`src/hdl/b2b_pkg.sv`:
```
`timescale 1ns / 1ps
package b2b_pkg;

    localparam int unsigned WORDS_PER_BLOCK = 16;
    localparam int unsigned ROUNDS          = 12;
    localparam logic [63:0] ALL_ONES        = 64'hFFFFFFFFFFFFFFFF;

    // front to back queue entry
    typedef struct packed {
        logic [63:0] word;
        logic [3:0]  nbytes;
        logic        last;
    } b2b_item_t;

    typedef enum logic [2:0] {
        ST_TAKE,
        ST_COMP,
        ST_FIN,
        ST_EMIT
    } b2b_state_t;

    function automatic logic [63:0] b2b_iv(input logic [2:0] i);
        logic [63:0] r;
        unique case (i)
            3'd0: r = 64'h6a09e667f3bcc908;
            3'd1: r = 64'hbb67ae8584caa73b;
            3'd2: r = 64'h3c6ef372fe94f82b;
            3'd3: r = 64'ha54ff53a5f1d36f1;
            3'd4: r = 64'h510e527fade682d1;
            3'd5: r = 64'h9b05688c2b3e6c1f;
            3'd6: r = 64'h1f83d9abfb41bd6b;
            default: r = 64'h5be0cd19137e2179;
        endcase
        return r;
    endfunction

    // message schedule, row = round mod 10, column = position
    function automatic logic [3:0] b2b_sigma(input logic [3:0] r, input logic [3:0] p);
        logic [63:0] row;
        unique case (r)
            4'd0: row = 64'hfedcba9876543210;
            4'd1: row = 64'h357b20c16df984ae;
            4'd2: row = 64'h491763eadf250c8b;
            4'd3: row = 64'h8f04a562ebcd1397;
            4'd4: row = 64'hd386cb1efa427509;
            4'd5: row = 64'h91ef57d438b0a6c2;
            4'd6: row = 64'hb8293670a4def15c;
            4'd7: row = 64'ha2684f05931ce7bd;
            4'd8: row = 64'h5a417d2c803b9ef6;
            default: row = 64'h0dc3e9bf5167482a;
        endcase
        return row[p*4 +: 4];
    endfunction

    function automatic logic [6:0] b2b_dlen(input logic [6:0] d);
        logic [6:0] r;
        if (d == 7'd0) r = 7'd1;
        else if (d > 7'd64) r = 7'd64;
        else r = d;
        return r;
    endfunction

    function automatic logic [63:0] b2b_param(input logic [6:0] d, input logic [6:0] k);
        logic [6:0] kl;
        kl = (k > 7'd64) ? 7'd64 : k;
        return {32'd0, 8'd1, 8'd1, 1'b0, kl, 1'b0, b2b_dlen(d)};
    endfunction

    function automatic logic [63:0] b2b_mask(input logic [3:0] n);
        logic [63:0] m;
        m = '0;
        for (int i = 0; i < 8; i++) begin
            if (i < int'(n)) m[i*8 +: 8] = 8'hFF;
        end
        return m;
    endfunction

endpackage

```
`src/hdl/b2b_front.sv`:
```
`timescale 1ns / 1ps
module b2b_front (
    input  logic              aclk,
    input  logic              aresetn,
    input  logic              s_tvalid,
    output logic              s_tready,
    input  logic [63:0]       s_word,
    input  logic [3:0]        s_nbytes,
    input  logic              s_last,
    output logic              q_valid,
    input  logic              q_ready,
    output b2b_pkg::b2b_item_t q_item
);
    import b2b_pkg::*;

    // two-entry queue; items are saturated, masked and empties without last dropped here
    b2b_item_t  mem_reg [2];
    logic       wp_reg, wp_next, rp_reg, rp_next;
    logic [1:0] cnt_reg, cnt_next;
    logic [3:0] nb;
    logic       push, pop, keep;

    assign nb       = (s_nbytes > 4'd8) ? 4'd8 : s_nbytes;
    assign keep     = (nb != 4'd0) || s_last;
    assign s_tready = (cnt_reg != 2'd2);
    assign push     = s_tvalid && s_tready && keep;
    assign q_valid  = (cnt_reg != 2'd0);
    assign pop      = q_valid && q_ready;
    assign q_item   = mem_reg[rp_reg];

    always_comb begin
        wp_next  = wp_reg ^ push;
        rp_next  = rp_reg ^ pop;
        cnt_next = cnt_reg + {1'b0, push} - {1'b0, pop};
    end

    always_ff @(posedge aclk) begin
        if (push) begin
            mem_reg[wp_reg] <= '{word: s_word & b2b_mask(nb), nbytes: nb, last: s_last};
        end
        if (!aresetn) begin
            wp_reg <= 1'b0; rp_reg <= 1'b0; cnt_reg <= 2'd0;
        end else begin
            wp_reg <= wp_next; rp_reg <= rp_next; cnt_reg <= cnt_next;
        end
    end

    a_no_over: assert property (@(posedge aclk) disable iff (!aresetn)
        cnt_reg == 2'd2 |-> !push) else $error("queue overflow");
    a_no_under: assert property (@(posedge aclk) disable iff (!aresetn)
        cnt_reg == 2'd0 |-> !pop) else $error("queue underflow");
    a_cnt: assert property (@(posedge aclk) disable iff (!aresetn)
        push && !pop |=> cnt_reg == $past(cnt_reg) + 2'd1) else $error("count slip");
endmodule

```
`config.mk`:
```
export PLATFORM = sky130hd
export DESIGN_NAME = b2b_front
export DESIGN_NICKNAME = d
export VERILOG_FILES = /design/src/hdl/b2b_pkg.sv /design/src/hdl/b2b_front.sv
export SDC_FILE = /design/constraint.sdc
export NUM_CORES = 1
export LEC_CHECK = 0
export BUFFER_PORTS_ARGS = -buffer_cell sky130_fd_sc_hd__buf_2
export CAP_MARGIN = 20
export CORE_MARGIN = 4
export CORE_UTILIZATION = 35
export DETAILED_ROUTE_END_ITERATION = 10
export PLACE_DENSITY_LB_ADDON = 0.25
export SYNTH_ARGS = -nofsm -noshare
export SYNTH_HDL_FRONTEND = slang
export SYNTH_SLANG_ARGS = --single-unit
```
`constraint.sdc`:
```
create_clock -name aclk -period 2.98 [get_ports aclk]
set_input_delay 0.298 -clock aclk [delete_from_list [all_inputs] [get_ports aclk]]
set_output_delay 0.298 -clock aclk [all_outputs]
set_load 0.01 [all_outputs]
```
Word level (Yosys, flattened, before mapping)
Memory sizes are Yosys's and may differ from the RTL's. A register that Yosys moved wholly into a read port is not among the register bits.
Index checks and enable logic that the tools add are counted.
{"block": "totals", "inputBits": 73, "regBits": 4, "memories": 1, "mem_bits_rw": 138, "elab_cells": 45, "output_inout_bits": 71}
{"memory": "mem_reg", "depth": 2, "width": 69, "rd": 1, "rd_ports_with_merged_regs": 1, "write_ports": 1, "line_no": "b2b_front.sv:17", "rtl": "b2b_item_t mem_reg [2];"}
{"block": "classes", "n_eq_ne": 1, "n_mux": 20, "addsub": 2, "n_lt_le_gt_ge": 9, "reduce_logical": 6, "bitwise": 3}
{"op": "$mux 8", "count": 16}
{"op": "$and 64x64->64", "count": 1}
{"op": "$lt 3x4->1 const A", "count": 4}
{"op": "$lt 1x4->1 const A", "count": 2}
{"op": "$lt 2x4->1 const A", "count": 2}
{"op": "$gt 4x4->1 const B", "count": 1}
{"op": "$mux 4", "count": 1}
{"op": "$reduce_bool 4->1", "count": 1}
{"op": "$logic_and 1x1->1", "count": 3}
{"op": "$mux 1", "count": 3}
{"op": "$add 2x1->2", "count": 1}
{"op": "$ne 2x2->1 const B", "count": 1}
{"op": "$reduce_bool 2->1", "count": 1}
{"op": "$sub 2x1->2", "count": 1}
{"op": "$xor 1x1->1", "count": 2}
{"op": "$logic_or 1x1->1", "count": 1}

Depth between registers and ports, before layout
Gate-level depths: netlist (run 1).
{"block": "depth", "ltp_word": 7, "ltp_mapped": 9, "mapped_depth_nobuf": 7}

Worst setup path before layout (run 1)
Ideal clock, no wire load.
{"block": "synth_timing", "path_kind": "input-to-reg", "startpoint": "in s_nbytes[3]", "endpoint": "mem mem_reg[0][0] (netlist name), enable pin", "arrival_ps": 2462, "stages": 5, "required_ps": 2545, "setup_time_ps": 435, "path_slack_ps": 83, "cell_sequence": "buf_6 > or4_4 > buf_6 > o211a_4 > ha_1"}
{"block": "synth_via", "elab_chain_cells": 7}
{"item": "start, declared", "line_no": "b2b_front.sv:8", "rtl": "input logic [3:0] s_nbytes,"}
{"item": "$gt 4x4->1", "line_no": "b2b_front.sv:23", "rtl": "assign nb = (s_nbytes > 4'd8) ? 4'd8 : s_nbytes;"}
{"item": "$mux 4 *", "line_no": "b2b_front.sv:23"}
{"item": "$reduce_bool 4->1 *", "line_no": "b2b_front.sv:24", "rtl": "assign keep = (nb != 4'd0) || s_last;"}
{"item": "$logic_or 1x1->1 *", "line_no": "b2b_front.sv:24"}
{"item": "$logic_and 1x1->1 *", "line_no": "b2b_front.sv:26", "rtl": "assign push = s_tvalid && s_tready && keep;"}
{"item": "$mux 1 *", "line_no": "b2b_front.sv:38", "rtl": "if (push) begin"}
{"item": "$mux 1 (not written as such) *", "line_no": "b2b_front.sv:39", "rtl": "mem_reg[wp_reg] <= '{word: s_word & b2b_mask(nb), nbytes: nb, last: s_last};"}
{"item": "end, declared", "line_no": "b2b_front.sv:17"}
Mark *: on every way between the ends. The rest lies on a longest branch, timed or not.

==> flow_summary_export.csv, run 1 <==
group,metric,value,unit
outcome,status,"completed",
yosys,netlist_top_cells_area,"edfxtp_1 73%, mux2_2 14%, nor2b_1 5.6%",
place,place.gp.congestion,0.7304,
yosys,synth-seq-area-share,74.26,%
setup_path,r2r_end,"mem_reg[1][29]",
power_and_ir_drop,power.leakage,0.002773,uW
timing,tns,0,ns
global_route,antenna_found_initial,1,
setup_path,path_class,"register to output port",
cells_and_area,fin_cells,702,
cells_and_area,layout-drive-gt1-share,54.12,%
cells_and_area,fin_util,46.27,%
timing,grt_setup_unrepaired,"false",
clocking,path_clk_slew,0.06,ns
yosys,yosys.area.top_type,"edfxtp_1",
global_route,grt_remaining_overflow,0,
timing,min_period_over_period,75.24,%
place,hpwl,7959,um
clocking,h-tree-depth,4,
cells_and_area,syn2layout_area_growth,29.07,%
clocking,cts_inserted_buffers,17,
timing,slew_headroom,33.55,%
timing,finalSetupViolCount,0,
cells_and_area,largest_reg_flops,138,
cells_and_area,layout_commonest_cell,"buf_2",
detailed_routing,drtIter0Drc,141,
setup_path,required,2.68,ns
yosys,synth_top_cell_area_share,72.50,%
timing,fin_hold_ws,0.1039,ns
detailed_routing,route.detailed.drc,0,
floorplan,dieArea,18440,um^2
power_and_ir_drop,ir_drop,439.3,uV
floorplan,ios,144,
cells_and_area,diodes,0,
global_route,busiest_layer,"met2",
timing,finalHoldViolCount,0,
setup_path,end_kind,"output port",
timing,slew_viol_final,0,
worst_hold_path,hp-start,"s_last",
floorplan,die_w,135.8,um
clocking,clock_path_buffers,2,
yosys,syn_inst,317,
clocking,post_cts_buffers,0,
cells_and_area,final_cell_mix,"143 x buf_2, 138 x edfxtp_1, 69 x mux2_2",
yosys,yosys.cell_types.count,29,
setup_path,crit_fanout,38,
detailed_routing,vias_per_cell,4.499,
global_route,grt_util_met3,4.049,%
floorplan,die_h,135.8,um
global_route,first_global_vias,3492,
setup_path,r2r_start,"cnt_reg[0]",
detailed_routing,finalWirelength,11900,um
worst_hold_path,hold_end,"mem_reg[0][0]",
detailed_routing,wire_per_inst,16.95,um
global_route,grt_use_total,13.46,%
worst_hold_path,hold_depth,1,
worst_hold_path,hp-class,"primary input to register",
place,dp.cells,670,
floorplan,initial_core_util,35.85,%
detailed_routing,firstDrtPassIters,4,
timing,skew,0.009053,ns
yosys,ys_ff_latch,143,
place,port_buffers,143,
detailed_routing,ant_nets,0,
global_route,grt_max_degree,70,
floorplan,rows,46,
clocking,insertion_delay,0.41,ns
setup_path,crit_arrival,1.94,ns
global_route,grt_pass1_wl,18320,um
timing,tightest_slew,0.9967,ns
clocking,clockRootBuffer,"clkbuf_16",
global_route,grt_util_met2,22.98,%
yosys,syn_area,5715,um^2
yosys,synth_area_per_cell,18.03,um^2
clocking,post_cts_resized,0,
clocking,holdBufCountCts,0,
setup_path,r2r.worst_path.cells,3,
floorplan,core,15940,um^2
global_route,grtUsageMet1,15.77,%
timing,fin_crit,2.242,ns
cells_and_area,num-nets-final,548,
power_and_ir_drop,power_density,909.8,nW/um^2
clocking,clock-sinks,143,
clocking,cts_tree,"done",
detailed_routing,num_vias,3158,
flow_run,max_cap_violations,0,
setup_path,startpoint_type,"register",
yosys,syn-num-nets,392,
setup_path,rrSetupSlack,1.04,ns
yosys,yosysWarnings,0,
timing,fmax,446.0,MHz
worst max path at each step:
stage | start | to | depth (start not counted)
final | register | q_item[2] | 3
after global routing | register | q_item[4] | 3
after CTS | register | q_item[2] | 3
after detailed placement | s_nbytes[3] | cnt_reg[1] | 8
after global placement | s_nbytes[3] | cnt_reg[1] | 8
after floorplan | s_nbytes[3] | mem_reg[0][0] | 5
routing by layer:
metal  routed length [um]  vias up
met5                   15        -
met4                  215        2
met3                  649       18
met2                 6010       96
met1                 5010     1548
li1                     -     1494
logic make-up after synthesis:
group	after synthesis	synth area share, %
muxes	69	13.59
AOI/OAI and AO/OA	6	0.8538
and+or+nand+nor	81	9.151
DFF	143	74.26
xor gates and xnor gates	3	0.4598
adders and majority gates	2	0.4378
buffers and inverters	13	1.248
final cells by class:
class | count | area (um^2)
multi-input cells | 161 | 1419
flip-flops and latches | 143 | 4248
well taps | 216 | 270.3
repair buffers | 149 | 785.8
inverters | 1 | 3.754
fillers | 1456 | 8566
clock buffers | 19 | 432.9
clock inverters | 13 | 217.7
worst max-delay path, cell delays in order, from the launching register on:
cell     delay [ns]
dfxtp_4        0.63
buf_12         0.29
mux2_2         0.39
buf_2          0.15
where the power goes:
| group | internal, uW | switching (uW) |
|---|---|---|
| clock | 1560 | 766 |
| combinational | 770 | 841 |
| sequential | 2640 | 137 |
| total | 4970 | 1740 |
cells in the mapped netlist (all sizes together):
library cell    n
o211a           1
o21a            1
or2             1
nor3            2
mux2           69
and3b           1
nand2b          1
and2b           1
nand2           1
a211oi          1
inv             1
buf             6
clkbuf          5
xnor2           3
a31oi           1
a21oi           1
ha              2
and2           20
o21ai           1
nor2b          51
or4             1
edfxtp        138
nor2            2
dlygate4sd3     1
dfxtp           5
through the flow:
stage | setup slack, ns | area, um^2 | total power [uW]
finish | 0.7377 | 7377 | 6712
global route | 0.6601 | 7377 | 7028
CTS | 0.7090 | 7377 | 6809
detailed placement | 0.6031 | 6726 | 4476
global placement | 0.6893 | 6726 | 4449
floorplan | 0.08310 | 5715 | 3784
(Power assumes the default switching activity.)
==> inputs of run 2 (changes only) <==
- clock period: 2.98 -> 2.1 ns (I/O delays scaled with it)
==> flow_summary_export.csv, run 2 (same netlist as run 1, synthesis figures left out) <==
group,metric,value,unit
detailed_routing,finalWirelength,11590,um
cells_and_area,final_cell_mix,"143 x buf_2, 138 x edfxtp_1, 69 x mux2_2",
timing,finalHoldViolCount,0,
timing,slew_headroom,60.50,%
cells_and_area,fin_area,7376,um^2
place,dp.cells,681,
power_and_ir_drop,power_density,1216,nW/um^2
setup_path,rrSetupSlack,0.36,ns
setup_path,end_kind,"output port",
power_and_ir_drop,power.leakage,0.002777,uW
cells_and_area,num-nets-final,559,
power_and_ir_drop,ir_drop,610.1,uV
cells_and_area,layout_commonest_cell,"buf_2",
global_route,grt_util_met2,22.65,%
place,hpwl,7714,um
detailed_routing,wire_per_inst,16.28,um
global_route,grt_remaining_overflow,0,
cells_and_area,ff_latch_area,4248,um^2
clocking,cts_inserted_buffers,17,
cells_and_area,layout-drive-gt1-share,54.84,%
cells_and_area,syn2layout_area_growth,29.05,%
timing,fin_crit,1.949,ns
setup_path,r2r.worst_path.cells,7,
timing,min_period_over_period,92.80,%
setup_path,crit_fanout,31,
floorplan,initial_core_util,35.85,%
clocking,insertion_delay,0.40,ns
floorplan,rows,46,
setup_path,r2r_start,"cnt_reg[1]",
global_route,antenna_found_initial,0,
timing,finalSetupViolCount,0,
setup_path,required,1.89,ns
timing,grt_setup_unrepaired,"false",
power_and_ir_drop,total_power,8968,uW
global_route,grt_use_total,12.76,%
cells_and_area,multiInputGateArea,1419,um^2
setup_path,r2r_end,"cnt_reg[1]",
detailed_routing,vias_per_cell,4.510,
place,place.gp.congestion,0.7020,
global_route,grt_pass1_wl,17620,um
timing,skew,0.006541,ns
worst_hold_path,hp-class,"primary input to register",
detailed_routing,ant_nets,0,
clocking,h-tree-depth,4,
timing,tns,0,ns
clocking,clock_path_buffers,2,
timing,slew_viol_final,0,
setup_path,path_class,"register to output port",
detailed_routing,drtIter0Drc,118,
flow_run,max_cap_violations,0,
global_route,busiest_layer,"met2",
floorplan,die_h,135.8,um
timing,fin_hold_ws,0.02658,ns
place,placed_area,6847,um^2
clocking,clock-sinks,143,
outcome,status,"completed",
clocking,post_cts_buffers,0,
global_route,grt_max_degree,57,
floorplan,die_w,135.8,um
floorplan,ios,144,
floorplan,dieArea,18440,um^2
timing,tightest_slew,0.5904,ns
cells_and_area,fin_cells,712,
clocking,clockRootBuffer,"clkbuf_16",
detailed_routing,firstDrtPassIters,4,
global_route,grtUsageMet1,14.49,%
clocking,cts_tree,"done",
global_route,grt_util_met3,3.826,%
cells_and_area,filler_cell_count,1448,
clocking,holdBufCountCts,0,
cells_and_area,diodes,0,
detailed_routing,route.detailed.drc,0,
clocking,path_clk_slew,0.06,ns
timing,fmax,513.1,MHz
setup_path,crit_arrival,1.74,ns
detailed_routing,num_vias,3211,
clocking,post_cts_resized,0,
place,port_buffers,143,
floorplan,core,15940,um^2
cells_and_area,largest_reg_flops,138,
setup_path,startpoint_type,"register",
global_route,first_global_vias,3495,
setup_path,endpoint,"q_item[17]",
[run 2: changes by cell type in the layout (fill, tap and decap cells not counted)]
| cell | delta |
|---|---|
| clkinv_4 | +1 |
| buf_4 | +8 |
| buf_12 | +3 |
| clkinv_1 | +1 |
| inv_6 | +1 |
| clkinvlp_4 | +1 |
| bufinv_16 | -5 |
[run 2: power by group]
group	switching, uW	internal (uW)
clock	1080	1610
combinational	1220	1150
sequential	167	3740
total	2470	6500
[run 2: worst min-delay path by stage]
stage                     depth (start not counted)    from  slack, ns       endpoint
after floorplan                                   0  s_last       0.31  mem_reg[0][0]
after global placement                            1  s_last       0.43  mem_reg[1][0]
after detailed placement                          1  s_last       0.44  mem_reg[0][0]
after CTS                                         1  s_last      0.001  mem_reg[0][0]
after global routing                              1  s_last      0.009  mem_reg[0][0]
final                                             1  s_last       0.03  mem_reg[1][0]
[run 2: metrics by stage]
stage               setup WS (ns)  utilization, %
floorplan                 0.04647               -
global placement          0.07544           42.94
detailed placement        0.04102           42.94
CTS                       0.09345           46.26
global route              0.06717           46.26
finish                     0.1512           46.26
[run 2: layout make-up]
cell class,instances,area share [%]
repair buffers,160,12.28
clock buffers,19,5.869
flip-flops and latches,143,57.59
multi-input cells,161,19.24
clock inverters,12,1.306
inverters,1,0.05089
well taps,216,3.664
[run 2: metal layers]
layer / vias to the layer above / share of wire [%]
met5: - / 0
met4: 0 / 1.1
met3: 6 / 5.4
met2: 80 / 53
met1: 1607 / 41
li1: 1518 / -
[run 2: critical path, stage by stage, from the launching register on]
cell     delay (ns)
dfxtp_4        0.54
buf_12         0.26
mux2_2         0.37
buf_2          0.14
==> inputs of run 3 (changes only) <==
--- a/config.mk
+++ b/config.mk
@@ -13,2 +13,3 @@
 export PLACE_DENSITY_LB_ADDON = 0.25
+export SLEW_MARGIN = 20
 export SYNTH_ARGS = -nofsm -noshare
--- a/constraint.sdc
+++ b/constraint.sdc
@@ -3,2 +3,2 @@
 set_output_delay 0.21 -clock aclk [all_outputs]
-set_load 0.01 [all_outputs]
+set_load 0.02 [all_outputs]
==> flow_summary_export.csv, run 3 (same netlist as run 1, synthesis figures left out) <==
group,metric,value,unit
outcome,status,"completed",
setup_path,end_kind,"output port",
place,place.gp.congestion,0.7014,
cells_and_area,diodes,0,
place,placed_area,6847,um^2
timing,slew_viol_final,0,
cells_and_area,num-nets-final,559,
power_and_ir_drop,power_density,1281,nW/um^2
global_route,grt_util_met3,4.309,%
clocking,holdBufCountCts,0,
setup_path,path_class,"register to output port",
global_route,grt_remaining_overflow,0,
clocking,clockRootBuffer,"clkbuf_16",
setup_path,startpoint_type,"register",
detailed_routing,vias_per_cell,4.520,
clocking,clock-sinks,143,
setup_path,required,1.89,ns
detailed_routing,route.detailed.drc,0,
timing,finalSetupViolCount,0,
global_route,grtUsageMet1,14.11,%
cells_and_area,fin_util,46.40,%
detailed_routing,num_vias,3214,
cells_and_area,filler_cell_count,1472,
clocking,cts_inserted_buffers,17,
worst_hold_path,hold_end,"mem_reg[0][0]",
floorplan,initial_core_util,35.85,%
worst_hold_path,hp-start,"s_last",
global_route,grt_util_met2,22.98,%
power_and_ir_drop,ir_drop,586.5,uV
floorplan,die_h,135.8,um
cells_and_area,final_cell_mix,"143 x buf_2, 138 x edfxtp_1, 69 x mux2_2",
cells_and_area,largest_reg_flops,138,
detailed_routing,wire_per_inst,16.25,um
place,hpwl,7718,um
detailed_routing,firstDrtPassIters,4,
timing,fin_crit,1.959,ns
floorplan,rows,46,
cells_and_area,syn2layout_area_growth,29.42,%
floorplan,die_w,135.8,um
clocking,cts_tree,"done",
global_route,grt_pass1_wl,17610,um
clocking,clock_path_buffers,2,
detailed_routing,finalWirelength,11550,um
setup_path,r2r.worst_path.cells,7,
setup_path,r2r_end,"cnt_reg[1]",
clocking,path_clk_slew,0.06,ns
timing,fmax,510.4,MHz
floorplan,dieArea,18440,um^2
detailed_routing,ant_nets,0,
global_route,busiest_layer,"met2",
detailed_routing,drtIter0Drc,131,
setup_path,crit_arrival,1.75,ns
setup_path,crit_fanout,31,
cells_and_area,layout-drive-gt1-share,55.15,%
cells_and_area,fin_area,7397,um^2
floorplan,core,15940,um^2
worst_hold_path,hold_depth,1,
power_and_ir_drop,power.leakage,0.002796,uW
timing,min_period_over_period,93.29,%
timing,tightest_slew,0.5786,ns
global_route,first_global_vias,3499,
clocking,insertion_delay,0.41,ns
cells_and_area,layout_commonest_cell,"buf_2",
timing,finalHoldViolCount,0,
timing,grt_setup_unrepaired,"false",
worst_hold_path,hp-class,"primary input to register",
floorplan,ios,144,
setup_path,r2r_start,"cnt_reg[1]",
flow_run,max_cap_violations,0,
power_and_ir_drop,total_power,9476,uW
timing,skew,0.006099,ns
timing,slew_headroom,61.29,%
timing,tns,0,ns
global_route,antenna_found_initial,0,
global_route,grt_use_total,12.80,%
clocking,post_cts_buffers,0,
clocking,h-tree-depth,4,
place,port_buffers,143,
clocking,post_cts_resized,0,
setup_path,rrSetupSlack,0.38,ns
global_route,grt_max_degree,57,
==> run 3: worst max-delay path: stages, from the launching register on <==
cell	delay, ns
dfxtp_4	0.53
buf_12	0.26
mux2_2	0.37
buf_2	0.16
==> run 3: final cells by class <==
type | instances | area, um^2 | share of cell area (%)
Tap cell | 216 | 270.3 | 3.654
Sequential cell | 143 | 4248 | 57.43
Clock inverter | 12 | 121.4 | 1.641
Multi-Input combinational cell | 161 | 1419 | 19.18
Inverter | 1 | 3.754 | 0.05074
Clock buffer | 18 | 429.2 | 5.802
Timing Repair Buffer | 160 | 905.9 | 12.25
==> run 3: power by group <==
part,total (uW),switching [uW],internal (uW)
clock network,2810,1080,1720
logic,2760,1610,1160
registers,3910,166,3740
total,9480,2860,6620
==> run 3: worst max-delay path by stage <==
stage,from,to,slack [ns],cells after the start
global placement,s_nbytes[0],cnt_reg[1],0.08,8
CTS,register,q_item[4],0.08,3
global route,register,q_item[4],0.05,3
finish,register,q_item[32],0.14,3
floorplan,s_nbytes[3],cnt_reg[1],0.05,9
detailed placement,s_nbytes[0],cnt_reg[1],0.04,8
==> run 3: layer usage <==
layer  vias to the layer above  wire (um)  share of wire (%)
met4                         0        150                1.3
li1                       1519          -                  -
met2                        89       6114                 53
met3                        14        721                6.2
met1                      1592       4568                 40
met5                         -          0                  0
==> run 3: through the flow <==
stage / worst slack (ns) / std cells / hold WS [ns]
6_report: 0.1409 / 711 / 0.02125
5_1_grt: 0.05149 / 711 / 0.006929
4_1_cts: 0.08000 / 711 / 0.0007251
3_5_place_dp: 0.03883 / 681 / 0.4348
3_3_place_gp: 0.07634 / 681 / 0.4329
2_1_floorplan: 0.04645 / 317 / 0.3089
